File: src/rtl/core/sscd_pkg.sv
// Shared constants and types for the sweep scan change detector.
`default_nettype none
package sscd_pkg;
  localparam int ANGLE_COUNT  = 64;
  localparam int ANGLE_W      = $clog2(ANGLE_COUNT);
  localparam int SAMPLE_W     = 31;
  localparam int STEPS_W      = 6;
  localparam int MAX_STEPS    = 32;
  localparam int STEP_IDX_W   = $clog2(MAX_STEPS);
  localparam int SCAN_ANGLE_W = 6;
  localparam int COIL_W       = 4;
  localparam int PHASE_W      = 2;
  localparam int CFG_IDX_W    = 1;
  localparam int CFG_DATA_W   = 31;

  localparam logic [SAMPLE_W-1:0] THRESHOLD_RESET = SAMPLE_W'(50);
  localparam logic [STEPS_W-1:0]  STEPS_RESET     = STEPS_W'(MAX_STEPS);
  localparam logic [PHASE_W-1:0]  PHASE_RESET     = 2'd3;
  localparam logic [ANGLE_W-1:0]  ANGLE_TOP       = ANGLE_W'(ANGLE_COUNT - 1);

  typedef enum logic [CFG_IDX_W-1:0] {
    CFG_THRESHOLD = 1'b0,
    CFG_STEPS     = 1'b1
  } cfg_reg_t;

  typedef struct packed {
    logic issue;
    logic last;
  } step_ctl_t;

  typedef struct packed {
    logic [COIL_W-1:0]       coil_pattern;
    logic                    last_step;
    logic [SCAN_ANGLE_W-1:0] scan_angle;
    logic                    changed;
    logic [SAMPLE_W-1:0]     reported_value;
  } result_t;
endpackage
`default_nettype wire

File: src/rtl/core/sscd_if.sv
// Valid/ready channel interfaces for sample and result words.
`default_nettype none
interface sscd_in_if;
  import sscd_pkg::*;
  logic                valid;
  logic                ready;
  logic [SAMPLE_W-1:0] distance;
  modport source(output valid, output distance, input ready);
  modport sink(input valid, input distance, output ready);
endinterface

interface sscd_out_if;
  import sscd_pkg::*;
  logic                    valid;
  logic                    ready;
  logic [COIL_W-1:0]       coil_pattern;
  logic                    last_step;
  logic [SCAN_ANGLE_W-1:0] scan_angle;
  logic                    changed;
  logic [SAMPLE_W-1:0]     reported_value;
  modport source(output valid, output coil_pattern, output last_step, output scan_angle,
                 output changed, output reported_value, input ready);
  modport sink(input valid, input coil_pattern, input last_step, input scan_angle,
               input changed, input reported_value, output ready);
endinterface
`default_nettype wire

File: src/rtl/core/sweep_scan_change_detector_unit.sv
// Top level of the sweep scan change detector.
// A taken sample word is held in the input word register; each result word is registered.
// Throughput: one result word (one step) per cycle unless results.ready stalls, set by the
// single output register; a sample yields steps_per_angle step words (1 to 32).
// Reset: synchronous; the value table reads as zero right after reset (valid bits).
`default_nettype none
module sweep_scan_change_detector_unit (
  input  wire logic                            clk,
  input  wire logic                            rst,
  input  wire logic                            cfg_we,
  input  wire logic [sscd_pkg::CFG_IDX_W-1:0]  cfg_index,
  input  wire logic [sscd_pkg::CFG_DATA_W-1:0] cfg_data,
  sscd_in_if.sink                              samples,
  sscd_out_if.source                           results
);
  import sscd_pkg::*;

  logic [SAMPLE_W-1:0] change_threshold;
  logic [STEPS_W-1:0]  steps_per_angle;
  step_ctl_t           ctl;
  logic [SAMPLE_W-1:0] sample;
  logic                changed;
  logic [SAMPLE_W-1:0] old_value;
  logic [ANGLE_W-1:0]  pos;
  logic [ANGLE_W-1:0]  pos_next;
  logic [COIL_W-1:0]   coil_pattern;
  logic                out_free;
  logic                wr_en;
  logic                res_valid;
  result_t             res;

  always_ff @(posedge clk) begin
    if (rst) begin
      change_threshold <= THRESHOLD_RESET;
      steps_per_angle  <= STEPS_RESET;
    end else if (cfg_we) begin
      case (cfg_reg_t'(cfg_index))
        CFG_THRESHOLD: change_threshold <= cfg_data[SAMPLE_W-1:0];
        CFG_STEPS:     steps_per_angle  <= cfg_data[STEPS_W-1:0];
        default: ;
      endcase
    end
  end

  assign out_free = !res_valid || results.ready;
  assign wr_en    = ctl.issue && ctl.last && changed;

  sscd_sequencer u_seq (
    .clk,
    .rst,
    .samples,
    .steps_per_angle,
    .change_threshold,
    .old_value,
    .out_free,
    .ctl,
    .sample,
    .changed
  );

  sscd_sweep u_sweep (
    .clk,
    .rst,
    .ctl,
    .pos,
    .pos_next,
    .coil_pattern
  );

  sscd_table u_table (
    .clk,
    .rst,
    .wr_en,
    .wr_addr  (pos),
    .wr_data  (sample),
    .rd_addr  (pos_next),
    .rd_value (old_value)
  );

  always_ff @(posedge clk) begin
    if (rst) begin
      res_valid <= 1'b0;
    end else if (out_free) begin
      res_valid <= ctl.issue;
    end
  end

  always_ff @(posedge clk) begin
    if (ctl.issue) begin
      res.coil_pattern   <= coil_pattern;
      res.last_step      <= ctl.last;
      res.scan_angle     <= SCAN_ANGLE_W'(pos);
      res.changed        <= wr_en;
      res.reported_value <= wr_en ? sample : old_value;
    end
  end

  assign results.valid          = res_valid;
  assign results.coil_pattern   = res.coil_pattern;
  assign results.last_step      = res.last_step;
  assign results.scan_angle     = res.scan_angle;
  assign results.changed        = res.changed;
  assign results.reported_value = res.reported_value;
endmodule
`default_nettype wire

File: src/rtl/core/sscd_table.sv
// Last-reported value table with registered read, write bypass and valid bits.
`default_nettype none
module sscd_table (
  input  wire logic                           clk,
  input  wire logic                           rst,
  input  wire logic                           wr_en,
  input  wire logic [sscd_pkg::ANGLE_W-1:0]   wr_addr,
  input  wire logic [sscd_pkg::SAMPLE_W-1:0]  wr_data,
  input  wire logic [sscd_pkg::ANGLE_W-1:0]   rd_addr,
  output logic      [sscd_pkg::SAMPLE_W-1:0]  rd_value
);
  import sscd_pkg::*;

  logic [SAMPLE_W-1:0]    mem [ANGLE_COUNT];
  logic [ANGLE_COUNT-1:0] vld;
  logic [SAMPLE_W-1:0]    rd_data;
  logic                   rd_vld;
  logic                   byp;
  logic [SAMPLE_W-1:0]    byp_data;

  always_ff @(posedge clk) begin
    if (wr_en) begin
      mem[wr_addr] <= wr_data;
    end
    rd_data  <= mem[rd_addr];
    byp_data <= wr_data;
  end

  always_ff @(posedge clk) begin
    if (rst) begin
      vld    <= '0;
      rd_vld <= 1'b0;
      byp    <= 1'b0;
    end else begin
      if (wr_en) begin
        vld[wr_addr] <= 1'b1;
      end
      rd_vld <= vld[rd_addr];
      byp    <= wr_en && (wr_addr == rd_addr);
    end
  end

  assign rd_value = byp ? byp_data : (rd_vld ? rd_data : '0);
endmodule
`default_nettype wire

File: src/rtl/core/sscd_sequencer.sv
// Input word register, step counter and change compare.
`default_nettype none
module sscd_sequencer (
  input  wire logic                          clk,
  input  wire logic                          rst,
  sscd_in_if.sink                            samples,
  input  wire logic [sscd_pkg::STEPS_W-1:0]  steps_per_angle,
  input  wire logic [sscd_pkg::SAMPLE_W-1:0] change_threshold,
  input  wire logic [sscd_pkg::SAMPLE_W-1:0] old_value,
  input  wire logic                          out_free,
  output sscd_pkg::step_ctl_t                ctl,
  output logic      [sscd_pkg::SAMPLE_W-1:0] sample,
  output logic                               changed
);
  import sscd_pkg::*;

  logic                  held;
  logic [STEP_IDX_W-1:0] k;
  logic [STEP_IDX_W-1:0] last_idx;
  logic [SAMPLE_W-1:0]   diff;
  logic                  take;

  always_comb begin
    if (steps_per_angle == '0) begin
      last_idx = '0;
    end else if (steps_per_angle > STEPS_W'(MAX_STEPS)) begin
      last_idx = STEP_IDX_W'(MAX_STEPS - 1);
    end else begin
      last_idx = STEP_IDX_W'(steps_per_angle - STEPS_W'(1));
    end
  end

  assign ctl.issue     = held && out_free;
  assign ctl.last      = (k == last_idx);
  assign samples.ready = !held || (ctl.issue && ctl.last);
  assign take          = samples.valid && samples.ready;

  assign diff    = (sample >= old_value) ? (sample - old_value) : (old_value - sample);
  assign changed = diff >= change_threshold;

  always_ff @(posedge clk) begin
    if (rst) begin
      held <= 1'b0;
      k    <= '0;
    end else begin
      if (ctl.issue) begin
        k <= ctl.last ? '0 : k + STEP_IDX_W'(1);
      end
      if (take) begin
        held <= 1'b1;
      end else if (ctl.issue && ctl.last) begin
        held <= 1'b0;
      end
    end
  end

  always_ff @(posedge clk) begin
    if (take) begin
      sample <= samples.distance;
    end
  end
endmodule
`default_nettype wire

File: src/rtl/core/sscd_sweep.sv
// Sweep angle, direction and coil phase state.
`default_nettype none
module sscd_sweep (
  input  wire logic                         clk,
  input  wire logic                         rst,
  input  wire sscd_pkg::step_ctl_t          ctl,
  output logic      [sscd_pkg::ANGLE_W-1:0] pos,
  output logic      [sscd_pkg::ANGLE_W-1:0] pos_next,
  output logic      [sscd_pkg::COIL_W-1:0]  coil_pattern
);
  import sscd_pkg::*;

  logic               down;
  logic               down_next;
  logic [PHASE_W-1:0] phase;
  logic [PHASE_W-1:0] phase_next;

  assign phase_next   = down ? phase - PHASE_W'(1) : phase + PHASE_W'(1);
  assign coil_pattern = COIL_W'(1) << phase_next;

  always_comb begin
    pos_next  = pos;
    down_next = down;
    if (ctl.issue && ctl.last) begin
      if (down) begin
        if (pos == '0) begin
          down_next = 1'b0;
        end else begin
          pos_next = pos - ANGLE_W'(1);
        end
      end else begin
        if (pos == ANGLE_TOP) begin
          down_next = 1'b1;
        end else begin
          pos_next = pos + ANGLE_W'(1);
        end
      end
    end
  end

  always_ff @(posedge clk) begin
    if (rst) begin
      pos   <= ANGLE_TOP;
      down  <= 1'b1;
      phase <= PHASE_RESET;
    end else begin
      pos  <= pos_next;
      down <= down_next;
      if (ctl.issue) begin
        phase <= phase_next;
      end
    end
  end
endmodule
`default_nettype wire

File: src/flat_wrapper.sv
// flat-port wrapper written by rule: the top's interface ports become plain ports
module sweep_scan_change_detector_unit_flat import sscd_pkg::*;
  (clk, rst, cfg_we, cfg_index, cfg_data, samples_valid, samples_distance, samples_ready, results_valid, results_coil_pattern, results_last_step, results_scan_angle, results_changed, results_reported_value, results_ready);
  sscd_in_if samples_i ();
  sscd_out_if results_i ();
  input  wire logic clk;
  input  wire logic rst;
  input  wire logic cfg_we;
  input  wire logic [sscd_pkg::CFG_IDX_W-1:0] cfg_index;
  input  wire logic [sscd_pkg::CFG_DATA_W-1:0] cfg_data;
  input wire logic [$bits(samples_i.valid)-1:0] samples_valid;
  input wire logic [$bits(samples_i.distance)-1:0] samples_distance;
  output wire logic [$bits(samples_i.ready)-1:0] samples_ready;
  output wire logic [$bits(results_i.valid)-1:0] results_valid;
  output wire logic [$bits(results_i.coil_pattern)-1:0] results_coil_pattern;
  output wire logic [$bits(results_i.last_step)-1:0] results_last_step;
  output wire logic [$bits(results_i.scan_angle)-1:0] results_scan_angle;
  output wire logic [$bits(results_i.changed)-1:0] results_changed;
  output wire logic [$bits(results_i.reported_value)-1:0] results_reported_value;
  input wire logic [$bits(results_i.ready)-1:0] results_ready;
  assign samples_i.valid = samples_valid;
  assign samples_i.distance = samples_distance;
  assign samples_ready = samples_i.ready;
  assign results_valid = results_i.valid;
  assign results_coil_pattern = results_i.coil_pattern;
  assign results_last_step = results_i.last_step;
  assign results_scan_angle = results_i.scan_angle;
  assign results_changed = results_i.changed;
  assign results_reported_value = results_i.reported_value;
  assign results_i.ready = results_ready;
  sweep_scan_change_detector_unit u_core (.clk(clk), .rst(rst), .cfg_we(cfg_we), .cfg_index(cfg_index), .cfg_data(cfg_data), .samples(samples_i), .results(results_i));
endmodule
File: config.mk
export PLATFORM = sky130hd
export DESIGN_NAME = sweep_scan_change_detector_unit_flat
export DESIGN_NICKNAME = d
export VERILOG_FILES = /design/src/rtl/core/sscd_pkg.sv /design/src/rtl/core/sscd_if.sv /design/src/rtl/core/sweep_scan_change_detector_unit.sv /design/src/rtl/core/sscd_table.sv /design/src/rtl/core/sscd_sequencer.sv /design/src/rtl/core/sscd_sweep.sv /design/src/flat_wrapper.sv
export SDC_FILE = /design/constraint.sdc
export NUM_CORES = 2
export LEC_CHECK = 0
export BUFFER_PORTS_ARGS = -buffer_cell sky130_fd_sc_hd__buf_2
export CAP_MARGIN = 40
export CORE_ASPECT_RATIO = 0.9
export CORE_MARGIN = 2
export CORE_UTILIZATION = 35
export DETAILED_ROUTE_END_ITERATION = 8
export PLACE_DENSITY = 0.46
export RECOVER_POWER = 100
export SETUP_SLACK_MARGIN = 0.3
export SYNTH_ARGS = -nofsm -noshare
export SYNTH_HDL_FRONTEND = slang
export SYNTH_HIERARCHICAL = 1
export SYNTH_SLANG_ARGS = --single-unit
File: constraint.sdc
create_clock -name clk -period 11.3 [get_ports clk]
set_input_delay 2.26 -clock clk [delete_from_list [all_inputs] [get_ports clk]]
set_output_delay 2.26 -clock clk [all_outputs]
set_load 0.05 [all_outputs]
# ---- Word level (Yosys, flattened, before mapping)
# Memory sizes are Yosys's and may differ from the RTL's. A register that Yosys moved wholly into a read port is not among the register bits.
# Cells that the tools add are included.
dict set report totals {
  output_inout_bits 45
  n_memories 1
  mem_bits_ro 0
  elab_cells 77
  ram_bits 1984
  latch_bits 0
  input_bits 68
  reg_bits 224
}
# name depth word_bits read_ports rd_ports_with_merged_regs write_ports line_no
set memory_table {}
lappend memory_table {u_core.u_table.mem 64 31 1 1 1 sscd_table.sv:14} ;# logic [SAMPLE_W-1:0] mem [ANGLE_COUNT];
dict set report classes {
  muxes 23
  multipliers 0
  eq_ne 3
  reduce_logical 15
  shift 1
  div 0
  bitwise 2
  order_cmp 6
  addsub 8
}
# cell n
set op_table {}
lappend op_table {{two-way mux 31 bit} 4}
lappend op_table {{OR 64 bit} 1}
lappend op_table {{>= comparator 31 bit} 2}
lappend op_table {{subtractor 31 bit} 2}
lappend op_table {{two-way mux 6 bit} 4}
lappend op_table {{two-way mux 5 bit} 3}
lappend op_table {{< comparator 6 x 7 -> 1 bit (second input constant)} 2}
lappend op_table {{zero test 6 bit} 2}
lappend op_table {{two-way mux 1 bit} 9}
lappend op_table {{adder 6 x 1 -> 6 bit (second input constant)} 1}
lappend op_table {{binary-select mux 1 bit (select 6 bit)} 1}
lappend op_table {{demux 1 bit (select 6 bit)} 1}
lappend op_table {{== test 6 bit} 1}
lappend op_table {{== test 6 bit (second input constant)} 1}
lappend op_table {{>= comparator 6 x 1 -> 1 bit (second input constant)} 1}
lappend op_table {{> comparator 6 bit (second input constant)} 1}
lappend op_table {{logical AND 1 bit} 6}
lappend op_table {{subtractor 6 x 1 -> 6 bit (second input constant)} 1}
lappend op_table {{adder 5 x 1 -> 5 bit (second input constant)} 1}
lappend op_table {{== test 5 bit} 1}
lappend op_table {{subtractor 5 x 1 -> 5 bit (second input constant)} 1}
lappend op_table {{AND reduction 2 bit} 2}
lappend op_table {{left shift 1 x 2 -> 4 bit (first input constant)} 1}
lappend op_table {{adder 2 x 1 -> 2 bit (second input constant)} 1}
lappend op_table {{6 further kinds} 8}

# ---- Logic depth before layout (Yosys ltp)
dict set report logic_depth {
  word_depth 8
  depth_mapped 35
  depth_no_buf 31
}

# ---- By module
# The synthesis kept the hierarchy.
# module n_inst cells_per_inst seq_area_each_um2 area_per_inst_um2
set by_module_without_submodules {}
lappend by_module_without_submodules {sscd_table 1 3544 62139.6 80056.8}
lappend by_module_without_submodules {sscd_sequencer 1 709 1051.0 5622.9}
lappend by_module_without_submodules {sweep_scan_change_detector_unit 1 245 2052.0 3194.3}
lappend by_module_without_submodules {sscd_sweep 1 101 180.2 823.3}

# ---- Worst setup path after synthesis
# Ideal clock, no wire load.
dict set report synth_timing {
  path_type {register to register}
  startpoint {register u_core/u_seq/sample[18] in the netlist's numbering}
  endpoint {memory u_core.u_table.mem[48][0] (enable)}
  t_required_ns 10.840
  path_slack_ns 3.179
  stages_incl_launch_ff 25
  setup_ns 0.460
  period_less_slack_ns 8.121
  arrival_time_ns 7.661
  path_buffers 4
  path_cell_list {edfxtp_1 inv_1 ha_1 buf_4 a21oi_1 o21a_1 nand2_1 nor4_2 o21a_1 buf_6 buf_4 mux2i_1 xor2_1 ha_1 nand4_1 or4_1 a21oi_1 o311ai_0 nand3_1 nand3_2 buf_6 inv_1 nor2b_1 nand2_1 nor3_1}
}
dict set report synth_via {
  elab_chain_len 6
  elab_cells_between_ends 8
  cone_classes {add/sub (2); order compare (2); mux (3); reduce/logical (1)}
}
# element line_no
set synth_rtl {}
lappend synth_rtl {{start, declared} sscd_sequencer.sv:12} ;# output logic [sscd_pkg::SAMPLE_W-1:0] sample,
lappend synth_rtl {{start signal, assigned} sscd_sequencer.sv:59} ;# sample <= samples.distance;
lappend synth_rtl {{subtractor 31 bit or >= comparator 31 bit (tied branches)} sscd_sequencer.sv:38} ;# assign diff = (sample >= old_value) ? (sample - old_value) : (old_value - sample);
lappend synth_rtl {{two-way mux 31 bit *} sscd_sequencer.sv:38}
lappend synth_rtl {{>= comparator 31 bit *} sscd_sequencer.sv:39} ;# assign changed = diff >= change_threshold;
lappend synth_rtl {{net u_core.changed} sweep_scan_change_detector_unit.sv:22} ;# logic changed;
lappend synth_rtl {{logical AND 1 bit *} sweep_scan_change_detector_unit.sv:46} ;# assign wr_en = ctl.issue && ctl.last && changed;
lappend synth_rtl {{net u_core.wr_en} sweep_scan_change_detector_unit.sv:28} ;# logic wr_en;
lappend synth_rtl {{two-way mux 1 bit *} sscd_table.sv:22} ;# if (wr_en) begin
lappend synth_rtl {{two-way mux 1 bit (implied by the code) *} sscd_table.sv:23} ;# mem[wr_addr] <= wr_data;
lappend synth_rtl {{end, declared} sscd_table.sv:14}
# Mark *: on every way through the listed nets, which the timed path passes. The rest lies on a longest branch.

# ---- Worst setup path in the final report
dict set report layout_timing {
  startpoint {register u_core/u_seq/sample[29] in the netlist's numbering}
  endpoint {memory u_core.u_table.mem[20][28] (enable)}
}
# The elaborated chain is that of the path after synthesis.

==> impl_metrics.yaml <==
global_routing:
  grt_use_total_pct: 21.3
  antenna_found_initial: 29
  overflow: 0
  grt_pass1_wl_mm: 385
  grt_max_degree: 82
  grt_pass1_vias: 45700
cells_and_area:
  utilization_pct: 40.1
  final-instance-count-excl-fill: 8499
  fin_nets: 5102
  area_growth_pct: 14.1
  fill_cells: 22800
  drive_above_1_share_pct: 23.1
detailed_routing:
  num_vias: 46300
  drtPass1Iterations: 5
  vias_per_cell: 5.45
  drt-initial-drc-count: 5148
  wirelength_mm: 280
  postRouteAntennaNets: 0
  detail_route.wl_per_cell_um: 32.9
  drc: 0
sta:
  fin_setup_tns_ns: 0
  max_slew.worst_pin.slew_ns: 4.14
  fmax_ghz: 0.101
  finClkSkew_ns: 0.0725
  fin_ws_ns: 1.43
  min_period_ns: 9.87
  post-route-period-util_pct: 87.3
  rsz0062_at_grt: "no"
  finalMaxSlewViolations: 1920
  setup_viol: 0
  hold_violations: 0
  slew_headroom_pct: -176
cts:
  cts_hold_buf: 0
  htreeDepth: 4
  cts_resized: 0
  cts_setup_buffers: 0
  clkSinkCount: 2239
  cts_buffers: 233
  clockBufferDepth: 4
  clock-root-buffer: "clkbuf_16"
  cts_tree: "yes"
  clk_latency_ns: 0.90
  clk_pin_slew_ns: 0.06
floorplanning:
  start_util_pct: 35.1
  die_width_um: 538
  chipHeight_um: 484
  die-area_mm2: 0.260
  core-area_mm2: 0.255
  rows: 176
  ios: 113
logic_synthesis:
  synth_fp_nets: 4772
  yosys.cell_types.count: 95
  synthFlopType: "edfxtp_1"
  async_flop_share_pct: 0
  synth_top_area_cell: "edfxtp_1"
  netlist_area_mm2: 0.0897
  synth_cells: 4599
  synth_edf_count: 2058
  ys_top_cells_by_count: "edfxtp_1 (2058), mux4_2 (563), nor2_1 (263)"
  ys_ff_latch: 2239
  syn-mean-instance-area_um2: 19.5
  synth_most_common_cell: "edfxtp_1"
  yosysWarnings: 6
  synth_top_area_share_pct: 68.9
  synth_area_leaders: "edfxtp_1 (69%), mux4_2 (14%), dfxtp_1 (4.0%)"
  ys_seq_area_share_pct: 72.9
pwr:
  p_per_area_mw_per_mm2: 168
  ir_drop_uv: 131
  p_leak_nw: 34.0
placed_design:
  gp_congestion: 0.865
  place_inst: 8073
  portBuffers: 112
  post-dp-hpwl_mm: 181
  place_ws_ns: 2.35
setup_path:
  reg2reg_depth: 25
  r2r_end: "u_core/u_table/mem[20][28]"
  critical_path_class: "reg2reg"
  startpoint_type: "flop"
  crit_required_ns: 11.80
  reg2reg_slack_ns: 1.43
  crit_arrival_ns: 10.37
  cp-end-kind: "flop"
  crit_fanout: 26
  crit-reg2reg-launch: "u_core/u_seq/sample[29]"
run_status:
  status: "complete, but fails checks"
  violations: "max-capacitance violations, max-slew violations"
min_path:
  hp-class: "reg2reg"
  hold_start: "u_core/change_threshold[6]"
  hold_end: "u_core/change_threshold[6]"
  hold_depth: 2
run:
  maxCapViolations: 54
==> final cells by class <==
cell class	count	area (um2)	area share [%]
repair buffers	347	2150	2.10
multi-input cells	1992	22800	22.2
well taps	3382	4230	4.13
diodes	10	25.0	0.0244
inverters	116	440	0.430
clock inverters	116	1150	1.13
flip-flops and latches	2239	65400	63.9
clock buffers	297	6210	6.07
==> how the worst max path moves through the flow <==
stage / from / to / slack (ns)
final: u_core/u_seq/sample[29] / u_core/u_table/mem[20][28] / 1.43
after floorplan: u_core/u_seq/sample[18] / u_core/u_table/mem[48][0] / 3.18
after CTS: u_core/u_table/byp / u_core/u_table/mem[8][20] / 2.32
after detailed placement: u_core/u_table/byp / u_core/u_table/mem[8][3] / 2.35
after global routing: u_core/u_seq/sample[30] / u_core/u_table/mem[20][28] / 0.94
after global placement: u_core/u_table/byp / u_core/u_table/mem[25][15] / 1.65
==> registers in the layout, indices dropped and copies added (netlist names) <==
name                           cells
u_core/u_seq/sample               31
u_core/results.changed             1
u_core/u_sweep/down                1
u_core/steps_per_angle             6
u_core/u_table/vld                64
u_core/u_table/byp                 1
u_core/results.last_step           1
u_core/results.valid               1
u_core/results.reported_value     31
u_core/u_seq/held                  1
u_core/u_seq/k                     5
u_core/u_table/byp_data           31
u_core/results.coil_pattern        4
u_core/u_table/mem              1984
u_core/u_table/rd_vld              1
u_core/u_sweep/phase               2
u_core/u_sweep/pos                 6
u_core/results.scan_angle          6
u_core/change_threshold           31
u_core/u_table/rd_data            31
==> cells by family after synthesis <==
kind of cell,Yosys count,share of synthesized area (%)
xor+xnor,45,0.439
simple gates,635,3.18
flops,2239,72.9
compound gates,437,3.31
buf+inv,368,1.98
fa+ha+maj,105,1.48
mux,770,16.7
==> power breakdown <==
group / total [W] / internal, W / switching (W)
registers: 0.00912 / 0.00909 / 0.0000312
clock network: 0.00755 / 0.00435 / 0.00320
logic: 0.000513 / 0.000118 / 0.000395
==> placed cells by master (no fill, tap or decap), types with 30 or more instances in the layout <==
cell type  instances
a21oi_1          144
a22o_1            30
buf_2             56
buf_4             66
clkbuf_1         219
clkbuf_16        234
clkinv_1          52
clkinv_2          37
dfxtp_1          181
edfxtp_1        2058
ha_1             103
inv_1            114
mux2_1            30
mux2_2            40
mux2i_1          135
mux4_2           563
nand2_1          202
nand3_1           36
nor2_1           216
nor2_4            47
nor2b_1           32
o21ai_0           45
==> metal layers <==
metal | routed length (um) | global-route usage, % | up-vias
li1 | - | - | 19300
met1 | 127000 | 31.8 | 25200
met2 | 129000 | 33.0 | 1525
met3 | 18500 | 3.29 | 328
met4 | 6260 | 4.18 | 0
met5 | 0 | 0 | -
==> stage by stage <==
step           instance area, um2  hold slack (ns)  power [W]
3_3_place_gp                95300            0.444    0.00981
2_1_floorplan               89700            0.430    0.00954
5_1_grt                    102000            0.483     0.0177
3_5_place_dp                95900            0.450    0.00982
4_1_cts                    103000            0.459     0.0174
6_report                   102000            0.456     0.0172
==> worst max-delay path, stage by stage, from the launching register on <==
cell and delay (ns):
edfxtp_1 0.32, clkbuf_1 1.36, inv_1 0.13, ha_1 0.58
nand3_1 0.21, nor4_1 0.60, nand3_1 0.22, o221ai_4 0.29
a21oi_2 0.09, o21a_1 0.32, buf_8 0.25, o31ai_1 0.27
xnor2_1 0.12, ha_1 0.31, nand4_1 0.08, or4_1 0.51
a21oi_1 0.20, o311ai_0 0.20, nand3_1 0.23, nand3_2 0.10
inv_1 0.51, nor2b_1 0.60, nand2_1 0.31, clkbuf_1 0.33
nor2_1 0.67, buf_4 0.54
(Power assumes the default switching activity.)
